<file path="src/hw/rtl/bivc_pkg.sv">
// shared types and constants for the boot image validator
`timescale 1ns / 1ps
`default_nettype none

package bivc_pkg;

    // header signature and control byte
    localparam logic [7:0] SIG_FIRST     = 8'h43;
    localparam logic [7:0] SIG_SECOND    = 8'h59;
    localparam logic [7:0] CTRL_NOT_EXEC = 8'h01;

    // register reset values
    localparam logic [10:0] MAX_SECTIONS_RESET  = 11'd1024;
    localparam logic [7:0]  EXPECTED_TYPE_RESET = 8'hB0;

    // smallest image that is not reported as short
    localparam int MIN_IMAGE_BYTES = 16;

    // result queue depth and stream data width
    localparam int FIFO_DEPTH = 4;
    localparam int TDATA_W    = 176;

    typedef enum logic [2:0] {
        PH_HEADER   = 3'd0,
        PH_LENGTH   = 3'd1,
        PH_ADDRESS  = 3'd2,
        PH_PAYLOAD  = 3'd3,
        PH_CHECKSUM = 3'd4,
        PH_DONE     = 3'd5,
        PH_HALT     = 3'd6
    } phase_t;

    typedef enum logic [3:0] {
        ST_OK        = 4'd0,
        ST_SHORT     = 4'd1,
        ST_SIGNATURE = 4'd2,
        ST_NOT_EXEC  = 4'd3,
        ST_TYPE      = 4'd4,
        ST_TRUNCATED = 4'd5,
        ST_LAYOUT    = 4'd6,
        ST_CHECKSUM  = 4'd7,
        ST_EMPTY     = 4'd8
    } status_t;

    typedef enum logic {
        KIND_SECTION = 1'b0,
        KIND_VERDICT = 1'b1
    } kind_t;

    typedef enum logic {
        CFG_MAX_SECTIONS  = 1'b0,
        CFG_EXPECTED_TYPE = 1'b1
    } cfg_index_t;

    typedef struct packed {
        kind_t       kind;
        logic [31:0] section_address;
        logic [31:0] payload_offset;
        logic [31:0] section_words;
        status_t     status;
        logic [31:0] entry_point;
        logic [10:0] section_count;
        logic [31:0] payload_total;
        logic        run_end;
    } result_t;

endpackage

`default_nettype wire

</file>
<file path="src/hw/rtl/boot_image_validator_core.sv">
// boot image validator top level: input stage, parser, result queue
// an accepted byte is registered in the input stage and parsed once the result queue
// has room; its results are written into the queue and from there show on the master side
// throughput: one byte per cycle when the queue has room; up to two records/cycle
// a byte that ends both a section header and the image pushes two records
// reset: all image state clears at once, registers return to 1024 and 0xB0
`timescale 1ns / 1ps
`default_nettype none

module boot_image_validator_core #(
    parameter int POSITION_BITS = 32
) (
    input  wire logic                          clk,
    input  wire logic                          rst_n,
    // slave side, tdata: data_byte
    input  wire logic                          s_axis_tvalid,
    output logic                               s_axis_tready,
    input  wire logic [7:0]                    s_axis_tdata,
    input  wire logic                          s_axis_tlast,
    // master side, tdata: section_address, payload_offset, section_words,
    // status, entry point, section_count, payload_total, zero pad
    output logic                               m_axis_tvalid,
    input  wire logic                          m_axis_tready,
    output logic [bivc_pkg::TDATA_W-1:0]       m_axis_tdata,
    output logic                               m_axis_tuser,   // result_kind
    output logic                               m_axis_tlast,   // run_end
    // register write channel
    input  wire logic                          cfg_valid,
    output logic                               cfg_ready,
    input  wire logic [0:0]                    cfg_index,
    input  wire logic [10:0]                   cfg_data
);
    import bivc_pkg::*;

    logic        in_valid_reg, in_valid_next;
    logic [7:0]  in_byte_reg;
    logic        in_last_reg;
    logic [10:0] max_sections_reg;
    logic [7:0]  expected_type_reg;
    logic        s_fire;
    logic        proc_fire;
    logic        room;
    logic [1:0]  push_count;
    result_t     rec0;
    result_t     rec1;
    result_t     head;

    // input stage handshake
    assign s_fire        = s_axis_tvalid && s_axis_tready;
    assign proc_fire     = in_valid_reg && room;
    assign s_axis_tready = !in_valid_reg || proc_fire;
    assign in_valid_next = s_fire ? 1'b1 : (proc_fire ? 1'b0 : in_valid_reg);

    always_ff @(posedge clk or negedge rst_n)
    begin
        if (!rst_n)
        begin
            in_valid_reg <= 1'b0;
        end
        else
        begin
            in_valid_reg <= in_valid_next;
        end
    end

    always_ff @(posedge clk)
    begin
        if (s_fire)
        begin
            in_byte_reg <= s_axis_tdata;
            in_last_reg <= s_axis_tlast;
        end
    end

    // configuration registers
    assign cfg_ready = 1'b1;

    always_ff @(posedge clk or negedge rst_n)
    begin
        if (!rst_n)
        begin
            max_sections_reg  <= MAX_SECTIONS_RESET;
            expected_type_reg <= EXPECTED_TYPE_RESET;
        end
        else if (cfg_valid && cfg_ready)
        begin
            unique case (cfg_index_t'(cfg_index))
                CFG_MAX_SECTIONS:  max_sections_reg  <= cfg_data;
                CFG_EXPECTED_TYPE: expected_type_reg <= cfg_data[7:0];
                default:           max_sections_reg  <= max_sections_reg;
            endcase
        end
    end

    bivc_parser #(
        .POSITION_BITS (POSITION_BITS)
    ) u_parser (
        .clk           (clk),
        .rst_n         (rst_n),
        .in_fire       (proc_fire),
        .in_byte       (in_byte_reg),
        .in_last       (in_last_reg),
        .max_sections  (max_sections_reg),
        .expected_type (expected_type_reg),
        .push_count    (push_count),
        .rec0          (rec0),
        .rec1          (rec1)
    );

    bivc_result_fifo #(
        .DEPTH (FIFO_DEPTH)
    ) u_result_fifo (
        .clk        (clk),
        .rst_n      (rst_n),
        .push_count (push_count),
        .push_data0 (rec0),
        .push_data1 (rec1),
        .room       (room),
        .out_valid  (m_axis_tvalid),
        .out_ready  (m_axis_tready),
        .out_data   (head)
    );

    // output beat packing
    assign m_axis_tdata = {1'b0, head.payload_total, head.section_count,
                           head.entry_point, head.status, head.section_words,
                           head.payload_offset, head.section_address};
    assign m_axis_tuser = head.kind;
    assign m_axis_tlast = head.run_end;

endmodule

`default_nettype wire

</file>
<file path="src/hw/rtl/bivc_parser.sv">
// image parser: per-byte state update and result records
`timescale 1ns / 1ps
`default_nettype none

module bivc_parser #(
    parameter int POSITION_BITS = 32
) (
    input  wire logic              clk,
    input  wire logic              rst_n,
    input  wire logic              in_fire,
    input  wire logic [7:0]        in_byte,
    input  wire logic              in_last,
    input  wire logic [10:0]       max_sections,
    input  wire logic [7:0]        expected_type,
    output logic [1:0]             push_count,
    output bivc_pkg::result_t      rec0,
    output bivc_pkg::result_t      rec1
);
    import bivc_pkg::*;

    localparam int PW = POSITION_BITS;

    // image state
    phase_t      phase_reg, phase_step, phase_next;
    logic [1:0]  idx_reg, idx_step, idx_next;
    logic [31:0] shift_reg, shift_step, shift_next;
    logic [31:0] words_reg, words_step, words_next;
    logic [31:0] held_reg, held_step, held_next;
    logic [31:0] running_reg, running_step, running_next;
    logic [10:0] sections_reg, sections_step, sections_next;
    logic [PW-1:0] pos_reg, pos_next;
    status_t     err_reg, err_step, err_next;
    logic [31:0] psum_reg, psum_step, psum_next;
    logic [31:0] entry_reg, entry_step, entry_next;

    logic          sec_emit;
    logic [PW-1:0] pos_sat;
    logic [31:0]   offset_w;
    logic [31:0]   byte_placed;
    logic [31:0]   word_full;
    logic          word_done;
    logic [34:0]   psum_wide;
    status_t       verdict;
    result_t       rec_sec;
    result_t       rec_ver;

    // saturating byte position
    assign pos_sat = (&pos_reg) ? pos_reg : pos_reg + 1'b1;

    if (PW >= 32) begin : g_off_wide
        assign offset_w = pos_sat[31:0];
    end else begin : g_off_narrow
        assign offset_w = {{(32 - PW){1'b0}}, pos_sat};
    end

    // little-endian word assembly
    assign byte_placed = 32'(in_byte) << {idx_reg, 3'b000};
    assign word_full   = shift_reg | byte_placed;
    assign word_done   = (idx_reg == 2'd3);
    assign psum_wide   = {3'b000, psum_reg} + {1'b0, words_reg, 2'b00};

    // next state for one byte
    always_comb
    begin
        phase_step    = phase_reg;
        idx_step      = idx_reg;
        shift_step    = shift_reg;
        words_step    = words_reg;
        held_step     = held_reg;
        running_step  = running_reg;
        sections_step = sections_reg;
        err_step      = err_reg;
        psum_step     = psum_reg;
        entry_step    = entry_reg;
        sec_emit      = 1'b0;
        unique case (phase_reg)
            PH_HEADER:
            begin
                if (pos_reg == PW'(0) && in_byte != SIG_FIRST)
                begin
                    err_step   = (err_reg == ST_OK) ? ST_SIGNATURE : err_reg;
                    phase_step = PH_HALT;
                end
                else if (pos_reg == PW'(1) && in_byte != SIG_SECOND)
                begin
                    err_step   = (err_reg == ST_OK) ? ST_SIGNATURE : err_reg;
                    phase_step = PH_HALT;
                end
                else if (pos_reg == PW'(2) && (in_byte & CTRL_NOT_EXEC) != 8'h00)
                begin
                    err_step   = (err_reg == ST_OK) ? ST_NOT_EXEC : err_reg;
                    phase_step = PH_HALT;
                end
                else if (pos_reg == PW'(3))
                begin
                    if (in_byte != expected_type)
                    begin
                        err_step   = (err_reg == ST_OK) ? ST_TYPE : err_reg;
                        phase_step = PH_HALT;
                    end
                    else
                    begin
                        phase_step = PH_LENGTH;
                        idx_step   = 2'd0;
                        shift_step = 32'd0;
                    end
                end
            end
            PH_LENGTH:
            begin
                idx_step   = idx_reg + 2'd1;
                shift_step = word_full;
                if (word_done)
                begin
                    words_step = word_full;
                    shift_step = 32'd0;
                    phase_step = PH_ADDRESS;
                end
            end
            PH_ADDRESS:
            begin
                idx_step   = idx_reg + 2'd1;
                shift_step = word_full;
                if (word_done)
                begin
                    held_step  = word_full;
                    shift_step = 32'd0;
                    if (words_reg == 32'd0)
                    begin
                        entry_step = word_full;
                        phase_step = PH_CHECKSUM;
                    end
                    else if (sections_reg >= max_sections)
                    begin
                        err_step   = (err_reg == ST_OK) ? ST_LAYOUT : err_reg;
                        phase_step = PH_HALT;
                    end
                    else
                    begin
                        sections_step = sections_reg + 11'd1;
                        psum_step     = (psum_wide[34:32] != 3'b000) ? 32'hFFFF_FFFF
                                                                     : psum_wide[31:0];
                        sec_emit      = 1'b1;
                        phase_step    = PH_PAYLOAD;
                    end
                end
            end
            PH_PAYLOAD:
            begin
                idx_step   = idx_reg + 2'd1;
                shift_step = word_full;
                if (word_done)
                begin
                    running_step = running_reg + word_full;
                    shift_step   = 32'd0;
                    words_step   = words_reg - 32'd1;
                    if (words_reg == 32'd1)
                    begin
                        phase_step = PH_LENGTH;
                    end
                end
            end
            PH_CHECKSUM:
            begin
                idx_step   = idx_reg + 2'd1;
                shift_step = word_full;
                if (word_done)
                begin
                    held_step  = word_full;
                    shift_step = 32'd0;
                    phase_step = PH_DONE;
                end
            end
            PH_DONE:
            begin
                err_step   = (err_reg == ST_OK) ? ST_LAYOUT : err_reg;
                phase_step = PH_HALT;
            end
            default:
            begin
                phase_step = phase_reg;
            end
        endcase
    end

    // the final byte returns the image state to reset
    always_comb
    begin
        phase_next    = phase_reg;
        idx_next      = idx_reg;
        shift_next    = shift_reg;
        words_next    = words_reg;
        held_next     = held_reg;
        running_next  = running_reg;
        sections_next = sections_reg;
        pos_next      = pos_reg;
        err_next      = err_reg;
        psum_next     = psum_reg;
        entry_next    = entry_reg;
        if (in_fire)
        begin
            if (in_last)
            begin
                phase_next    = PH_HEADER;
                idx_next      = 2'd0;
                shift_next    = 32'd0;
                words_next    = 32'd0;
                held_next     = 32'd0;
                running_next  = 32'd0;
                sections_next = 11'd0;
                pos_next      = '0;
                err_next      = ST_OK;
                psum_next     = 32'd0;
                entry_next    = 32'd0;
            end
            else
            begin
                phase_next    = phase_step;
                idx_next      = idx_step;
                shift_next    = shift_step;
                words_next    = words_step;
                held_next     = held_step;
                running_next  = running_step;
                sections_next = sections_step;
                pos_next      = pos_sat;
                err_next      = err_step;
                psum_next     = psum_step;
                entry_next    = entry_step;
            end
        end
    end

    // verdict code, short image first
    always_comb
    begin
        priority if (pos_sat < PW'(MIN_IMAGE_BYTES))
            verdict = ST_SHORT;
        else if (err_step != ST_OK)
            verdict = err_step;
        else if (phase_step == PH_LENGTH || phase_step == PH_ADDRESS ||
                 phase_step == PH_PAYLOAD || phase_step == PH_HEADER)
            verdict = ST_TRUNCATED;
        else if (phase_step == PH_CHECKSUM)
            verdict = ST_LAYOUT;
        else if (held_step != running_step)
            verdict = ST_CHECKSUM;
        else if (sections_step == 11'd0)
            verdict = ST_EMPTY;
        else
            verdict = ST_OK;
    end

    // result records
    always_comb
    begin
        rec_sec.kind            = KIND_SECTION;
        rec_sec.section_address = word_full;
        rec_sec.payload_offset  = offset_w;
        rec_sec.section_words   = words_reg;
        rec_sec.status          = ST_OK;
        rec_sec.entry_point     = 32'd0;
        rec_sec.section_count   = sections_step;
        rec_sec.payload_total   = psum_step;
        rec_sec.run_end         = !in_last;

        rec_ver.kind            = KIND_VERDICT;
        rec_ver.section_address = 32'd0;
        rec_ver.payload_offset  = 32'd0;
        rec_ver.section_words   = 32'd0;
        rec_ver.status          = verdict;
        rec_ver.entry_point     = entry_step;
        rec_ver.section_count   = sections_step;
        rec_ver.payload_total   = psum_step;
        rec_ver.run_end         = 1'b1;

        push_count = in_fire ? ({1'b0, sec_emit} + {1'b0, in_last}) : 2'd0;
        rec0       = sec_emit ? rec_sec : rec_ver;
        rec1       = rec_ver;
    end

    // state registers
    always_ff @(posedge clk or negedge rst_n)
    begin
        if (!rst_n)
        begin
            phase_reg    <= PH_HEADER;
            idx_reg      <= 2'd0;
            shift_reg    <= 32'd0;
            words_reg    <= 32'd0;
            held_reg     <= 32'd0;
            running_reg  <= 32'd0;
            sections_reg <= 11'd0;
            pos_reg      <= '0;
            err_reg      <= ST_OK;
            psum_reg     <= 32'd0;
            entry_reg    <= 32'd0;
        end
        else
        begin
            phase_reg    <= phase_next;
            idx_reg      <= idx_next;
            shift_reg    <= shift_next;
            words_reg    <= words_next;
            held_reg     <= held_next;
            running_reg  <= running_next;
            sections_reg <= sections_next;
            pos_reg      <= pos_next;
            err_reg      <= err_next;
            psum_reg     <= psum_next;
            entry_reg    <= entry_next;
        end
    end

    // a final byte leaves a clean image state
    a_final_clears: assert property (@(posedge clk) disable iff (!rst_n)
        in_fire && in_last |=> phase_reg == PH_HEADER && pos_reg == '0)
        else $error("image state not cleared after final byte");

    // two results only when a section record meets the final byte
    a_two_needs_last: assert property (@(posedge clk) disable iff (!rst_n)
        push_count == 2'd2 |-> in_fire && in_last)
        else $error("two results without final byte");

    // a recorded error always halts the walk
    a_error_halts: assert property (@(posedge clk) disable iff (!rst_n)
        err_reg != ST_OK |-> phase_reg == PH_HALT)
        else $error("error recorded outside halt phase");

endmodule

`default_nettype wire

</file>
<file path="src/hw/rtl/bivc_result_fifo.sv">
// small result queue taking up to two records per cycle
`timescale 1ns / 1ps
`default_nettype none

module bivc_result_fifo #(
    parameter int DEPTH = 4
) (
    input  wire logic              clk,
    input  wire logic              rst_n,
    input  wire logic [1:0]        push_count,
    input  wire bivc_pkg::result_t push_data0,
    input  wire bivc_pkg::result_t push_data1,
    output logic                   room,
    output logic                   out_valid,
    input  wire logic              out_ready,
    output bivc_pkg::result_t      out_data
);
    import bivc_pkg::*;

    localparam int AW = $clog2(DEPTH);
    localparam int CW = $clog2(DEPTH + 1);

    result_t         mem_reg [DEPTH];
    logic [AW-1:0]   wptr_reg, wptr_next;
    logic [AW-1:0]   rptr_reg, rptr_next;
    logic [CW-1:0]   count_reg, count_next;
    logic            pop;

    assign out_valid = (count_reg != CW'(0));
    assign out_data  = mem_reg[rptr_reg];
    assign pop       = out_valid && out_ready;
    assign room      = (count_reg <= CW'(DEPTH - 2));

    // pointer and count update
    always_comb
    begin
        wptr_next  = wptr_reg + AW'(push_count);
        rptr_next  = rptr_reg + AW'(pop);
        count_next = count_reg + CW'(push_count) - CW'(pop);
    end

    always_ff @(posedge clk or negedge rst_n)
    begin
        if (!rst_n)
        begin
            wptr_reg  <= '0;
            rptr_reg  <= '0;
            count_reg <= '0;
        end
        else
        begin
            wptr_reg  <= wptr_next;
            rptr_reg  <= rptr_next;
            count_reg <= count_next;
        end
    end

    // record storage
    always_ff @(posedge clk)
    begin
        if (push_count != 2'd0)
        begin
            mem_reg[wptr_reg] <= push_data0;
        end
        if (push_count == 2'd2)
        begin
            mem_reg[wptr_reg + AW'(1)] <= push_data1;
        end
    end

    a_count_bound: assert property (@(posedge clk) disable iff (!rst_n)
        count_reg <= CW'(DEPTH))
        else $error("result queue count beyond depth");

    a_no_overflow: assert property (@(posedge clk) disable iff (!rst_n)
        push_count != 2'd0 |-> (32'(count_reg) + 32'(push_count)) <= 32'(DEPTH))
        else $error("result queue overflow");

    a_push_limit: assert property (@(posedge clk) disable iff (!rst_n)
        push_count != 2'd3)
        else $error("more than two records pushed");

endmodule

`default_nettype wire
</file>
<file path="config.mk">
export PLATFORM = sky130hd
export DESIGN_NAME = boot_image_validator_core
export DESIGN_NICKNAME = d
export VERILOG_FILES = /design/src/hw/rtl/bivc_pkg.sv /design/src/hw/rtl/boot_image_validator_core.sv /design/src/hw/rtl/bivc_parser.sv /design/src/hw/rtl/bivc_result_fifo.sv
export SDC_FILE = /design/constraint.sdc
export NUM_CORES = 2
export LEC_CHECK = 0
export BUFFER_PORTS_ARGS = -buffer_cell sky130_fd_sc_hd__buf_2
export CAP_MARGIN = 5
export CORE_AREA = 2 2 341 343
export DETAILED_ROUTE_END_ITERATION = 10
export DIE_AREA = 0 0 343 345
export GPL_ROUTABILITY_DRIVEN = 0
export SYNTH_ARGS = -nofsm -noshare
export SYNTH_HDL_FRONTEND = slang
export SYNTH_SLANG_ARGS = --single-unit
</file>
<file path="constraint.sdc">
create_clock -name clk -period 7.1 [get_ports clk]
set_clock_uncertainty 0.2 [all_clocks]
set_input_delay 1.065 -clock clk [delete_from_list [all_inputs] [get_ports clk]]
set_output_delay 1.065 -clock clk [all_outputs]
set_load 0.01 [all_outputs]
</file>
Word-level counts from Yosys, hierarchy flattened
Memories as Yosys holds them, arrays and structs flattened.
Cells that the tools add are included.
{"block": "totals", "reg_bits": 280, "ramBits": 708, "in_bits": 26, "output_inout_bits": 181, "mem_count": 1}
{"memory": "u_result_fifo.mem_reg", "words": 4, "width": 177, "read_ports": 1, "rd_clocked_by_memory_dff": 0, "wr": 2, "line_no": "bivc_result_fifo.sv:23", "source": "result_t mem_reg [DEPTH];"}
{"block": "op_classes", "n_addsub": 12, "order_cmp": 3, "eq_ne": 26, "shift": 1, "n_mux": 88, "bitwise": 2, "n_reduce_logical": 32}
{"operator": "$mux W32", "n": 28}
{"operator": "$mux W177", "n": 1}
{"operator": "$pmux W32 S2", "n": 2}
{"operator": "$mux W4", "n": 19}
{"operator": "$eq A32 B1 Y1 const B", "n": 2}
{"operator": "$eq A32 B2 Y1 const B", "n": 2}
{"operator": "$logic_not A32 Y1", "n": 2}
{"operator": "$mux W11", "n": 5}
{"operator": "$mux W3", "n": 13}
{"operator": "$add A32 B34 Y35", "n": 1}
{"operator": "$add A32 B1 Y32 const B", "n": 1}
{"operator": "$add A32 B32 Y32", "n": 1}
{"operator": "$lt A32 B5 Y1 const B", "n": 1}
{"operator": "$ne A32 B32 Y1", "n": 1}
{"operator": "$or A32 B32 Y32", "n": 1}
{"operator": "$reduce_and A32 Y1", "n": 1}
{"operator": "$shl A8 B5 Y32", "n": 1}
{"operator": "$sub A32 B1 Y32 const B", "n": 1}
{"operator": "$pmux W3 S6", "n": 1}
{"operator": "$ne A8 B7 Y1 const B", "n": 2}
{"operator": "$mux W2", "n": 7}
{"operator": "$eq A3 B2 Y1 const B", "n": 4}
{"operator": "$ne A3 B3 Y1 const B", "n": 4}
{"operator": "$pmux W4 S3", "n": 1}
{"operator": "other kinds (31)", "n": 62}

Longest topological paths before layout
{"block": "depth", "word_depth": 15, "ltp_mapped": 22}

By module
A second synthesis with hierarchy kept.
{"block": "unflattened", "cells_unflattened": 4544, "area_unflattened_um2": 56630.6}
{"module": "bivc_result_fifo", "n_inst": 1, "cells_each": 1754, "area_per_inst_um2": 34368.0, "seq_area_each_um2": 21435.6}
{"module": "bivc_parser", "n_inst": 1, "cells_each": 2731, "area_per_inst_um2": 21147.8, "seq_area_each_um2": 6105.9}
{"module": "boot_image_validator_core", "n_inst": 1, "cells_each": 59, "area_per_inst_um2": 1114.8, "seq_area_each_um2": 775.7}

Worst setup path after synthesis
Ideal clock, no wire load.
{"block": "synth_path", "path_type": "flip-flop to flip-flop", "start": "register u_parser.words_reg[1]", "end": "memory u_result_fifo.mem_reg[1][48] (netlist bit) (data pin)", "t_arrival_ns": 5.614, "path_slack_ns": 1.146, "path_stages_with_launch": 19, "path_buffers": 3, "synth_period_minus_slack_ns": 5.954, "cell_sequence": "dfrtp_1 -> inv_1 -> ha_1 -> nor3b_2 -> and4_1 -> nand3_1 -> nor2_2 -> nor2_1 -> nand2_1 -> inv_1 -> clkbuf_1 -> buf_1 -> ha_1 -> mux2_2 -> nand3_1 -> inv_1 -> nand2_1 -> clkbuf_1 -> nor2_1"}
{"item": "from (decl)", "line_no": "bivc_parser.sv:27", "source": "logic [31:0] words_reg, words_step, words_next;"}
{"item": "from (signal assigned)", "line_no": "bivc_parser.sv:303", "source": "words_reg <= words_next;"}
{"item": "to (decl)", "line_no": "bivc_result_fifo.sv:23"}

==> results.txt <==
----------------------------------------------------
[Floorplanning]
  Boundary Pins ... 207
  CORE AREA ... 115,000 µm²
  Initial cell density of the core ... 41.5%
  Width of the die ... 343 µm
  Area enclosed by the die boundary ... 118,000 µm²
  Die Y-Extent ... 345 µm
  Std cell rows ... 125

[Timing]
  RSZ-0062 raised after global routing ... no
  Highest achievable clock rate ... 170 MHz
  Final setup violation count ... 0
  Final critical-path setup slack ... 1.21 ns
  Minimum clock period ... 5.89 ns
  Fin. max-slew vios ... 0
  Final-layout setup total negative slack ... 0 ns
  Transition time at the pin with the least slew margin ... 1.23 ns
  Worst slew margin relative to its limit ... 18.0%
  Hold Vio Cnt, Final ... 0
  Post-route clock period utilization ... 83.0%

[Logic synthesis]
  Top post-synthesis cells by area ... edfxtp_1 20%, dfxtp_1 16%, dfrtp_1 14%
  Share of flip-flops with an asynchronous set or reset after synthesis ... 27.4%
  Leading register cell type out of synthesis ... dfxtp_1
  Synthesized instance count ... 4,582
  Proportion of netlist area held by the largest area contributor ... 20.4%
  Number of synthesized register bits ... 988
  Post-synthesis cell type with the largest combined area ... edfxtp_1
  Number of nets produced by synthesis ... 4,700
  Number of flops mapped to enable cells by yosys ... 325
  Synth Area per Inst ... 10.4 µm²
  Count of distinct cell types in the synthesized netlist ... 120
  Post-Synthesis Cell Area ... 47,800 µm²
  Share of synthesized area occupied by flip-flops and latches ... 51.0%
  Warning count from the yosys run ... 0

[CTS]
  Number of buffers inserted to repair setup after CTS ... 0
  Cts hold-fix bufs ... 0
  CTS clock-pin slew for the worst setup and hold paths ... 0.06 ns
  Insertion delay of the later-clocked pin in the worst-skew pair ... 0.71 ns
  Clk sink count ... 988
  TritonCTS clock tree ... done
  H-tree level count ... 3
  Maximum root-to-sink buffer count ... 3
  Total CTS buffers ... 104
  Resize count post-CTS ... 0
  Clock root buffer ... clkbuf_16

[Global routing]
  Overflow left after global routing ... 0
  Pin count of the biggest net entering global routing ... 150
  Initial antenna violation count ... 5
  Total track usage ... 26.7%
  Number of global-route vias before repair ... 36,881
  Wire length of the first global-routing pass ... 241,000 µm

[Drt]
  Detail-routed via count per cell ... 6.11
  Detailed-routing iteration count for the pre-antenna-repair pass ... 6
  Initial DRC Count ... 3,971
  Final ANT Viol Nets ... 0
  Via count ... 38,172
  Routed wire per std cell ... 25.8 µm
  Total Routed Length ... 161,000 µm
  Drc violations ... 0

[Final layout]
  Area growth from synthesis to layout ... 12.7%
  Nets@finish ... 4,750
  Top library cells by usage in the layout, fill and taps aside ... 530 x nand2_1, 463 x o21ai_0, 415 x nor2_1, 392 x dfxtp_1, 325 x edfxtp_1
  Fraction of final layout cells with drive strength greater than 1 ... 16.0%
  Number of flip-flops in the largest register ... 708
  Leading cell type in the layout, fill and taps excluded ... nand2_1

[Worst setup path]
  Cells traversed along the worst timing path ... inv_1, ha_1, nor3b_2, and4_1, nand3_1, nor2_2, nor2_1, nand2_2, inv_2, ha_1, nand2b_1, nor2_1, o21ai_0, nand2_1, nand2_4, inv_4, buf_4
  Worst setup SP type ... register
  Required time worst endpoint ... 7.27 ns
  Critical path data arrival time ... 6.06 ns
  CP top delay family ... simple AND/OR/NAND/NOR gates
  Worst-path maximum fanout ... 54
  Bufs and invs on worst path ... 4
  End of the worst register-to-register path ... u_result_fifo.mem_reg[2][17]
  Critical Path End Type ... register
  Reg-to-reg setup timing slack ... 1.21 ns
  Critical register-to-register path startpoint ... u_parser.words_reg[1]
  Max stage delay cell, worst path ... inv_4
  Max incr delay on CP ... 0.92 ns
  Start-to-end type of the worst setup path ... register to register
  Number of cells traversed by the worst register-to-register path ... 17

[Power and ir drop]
  Power density over the cells ... 324 nW/µm²
  Leak Pwr ... 20.6 nW
  Power Total ... 17.5 mW
  Peak supply drop ... 0.277 mV

[Place]
  Minimum setup slack after placement ... 1.39 ns
  Estimated wirelength of the detail-placed design ... 105,000 µm
  Count of buffers inserted at the top-level ports ... 204

[Flow run]
  Max-cap violations ... 0

[Status]
  Result of the run ... finished clean

[Hold path]
  Hold crit path type ... primary input to asynchronous set/reset pin

----------------------------------------------------
==> worst reg2reg max path: stages (launching register included) <==
cell and delay [ns]:
dfrtp_1 0.42, inv_1 0.26, ha_1 0.26, nor3b_2 0.46, and4_1 0.38, nand3_1 0.28, nor2_2 0.36, nor2_1 0.19
nand2_2 0.12, inv_2 0.05, ha_1 0.35, nand2b_1 0.22, nor2_1 0.12, o21ai_0 0.10, nand2_1 0.12, nand2_4 0.31
inv_4 0.94, buf_4 0.41
==> cell usage after synthesis (94+ instances only) <==
master and number:
a21oi_1 202, a22o_1 211, clkbuf_1 248, dfrtp_1 267, dfxtp_1 392, edfxtp_1 325, inv_1 94, mux4_2 177
nand2_1 538, nor2_1 423, nor3_1 175, o21ai_0 466
==> final cells by class <==
class / instances / area (µm²)
flip-flops and latches: 988 / 24400
well taps: 1524 / 1910
multi-input cells: 3141 / 21700
diodes: 3 / 7.51
repair buffers: 298 / 1840
clock inverters: 45 / 479
clock buffers: 152 / 3100
fillers: 10709 / 61200
inverters: 99 / 382
==> report_power, final <==
group | switching [mW] | internal (mW)
clock network | 2.38 | 3.30
registers | 0.392 | 6.27
logic | 3.48 | 1.63
total | 6.25 | 11.2
==> cells by family (layout without fill, tap and decap cells) <==
family | count (synthesis) | after routing | share of synthesized area [%]
other | 2 | 5 | 0.0157
AOI/OAI and AO/OA | 1266 | 1266 | 17.3
buffers and inverters | 453 | 594 | 3.86
adders and majority gates | 92 | 92 | 2.45
xor gates and xnor gates | 138 | 138 | 2.70
muxes | 204 | 204 | 8.97
DFF | 988 | 988 | 51.0
and+or+nand+nor | 1439 | 1439 | 13.6
==> metal layers <==
layer / track usage, % / wire length [µm]
met5: 0 / 27
met4: 11.2 / 6880
met3: 4.85 / 12800
met2: 41.3 / 73400
met1: 37.0 / 67900
==> stage by stage <==
stage,utilization (%),hold WS (ns),instances,area [µm²]
2_1_floorplan,-,0.217,4582,47800
3_3_place_gp,43.7,0.228,6050,50300
3_5_place_dp,43.7,0.235,6050,50300
4_1_cts,46.8,0.106,6247,53900
5_1_grt,46.8,0.127,6247,53900
6_report,46.8,0.112,6250,53900
==> how the worst max path moves through the flow <==
stage                               start                      endpoint  slack (ns)  depth (start not counted)
finish              u_parser.words_reg[1]  u_result_fifo.mem_reg[2][17]        1.21                         17
global route        u_parser.words_reg[1]  u_result_fifo.mem_reg[2][17]        0.84                         17
CTS                 u_parser.words_reg[1]  u_result_fifo.mem_reg[2][17]        1.30                         17
detailed placement  u_parser.words_reg[1]   u_result_fifo.mem_reg[2][3]        1.39                         17
global placement      u_parser.idx_reg[0]  u_result_fifo.mem_reg[0][78]        1.50                         16
floorplan           u_parser.words_reg[1]  u_result_fifo.mem_reg[1][48]        1.15                         18
No activity file was read; power rests on OpenSTA's default activity.
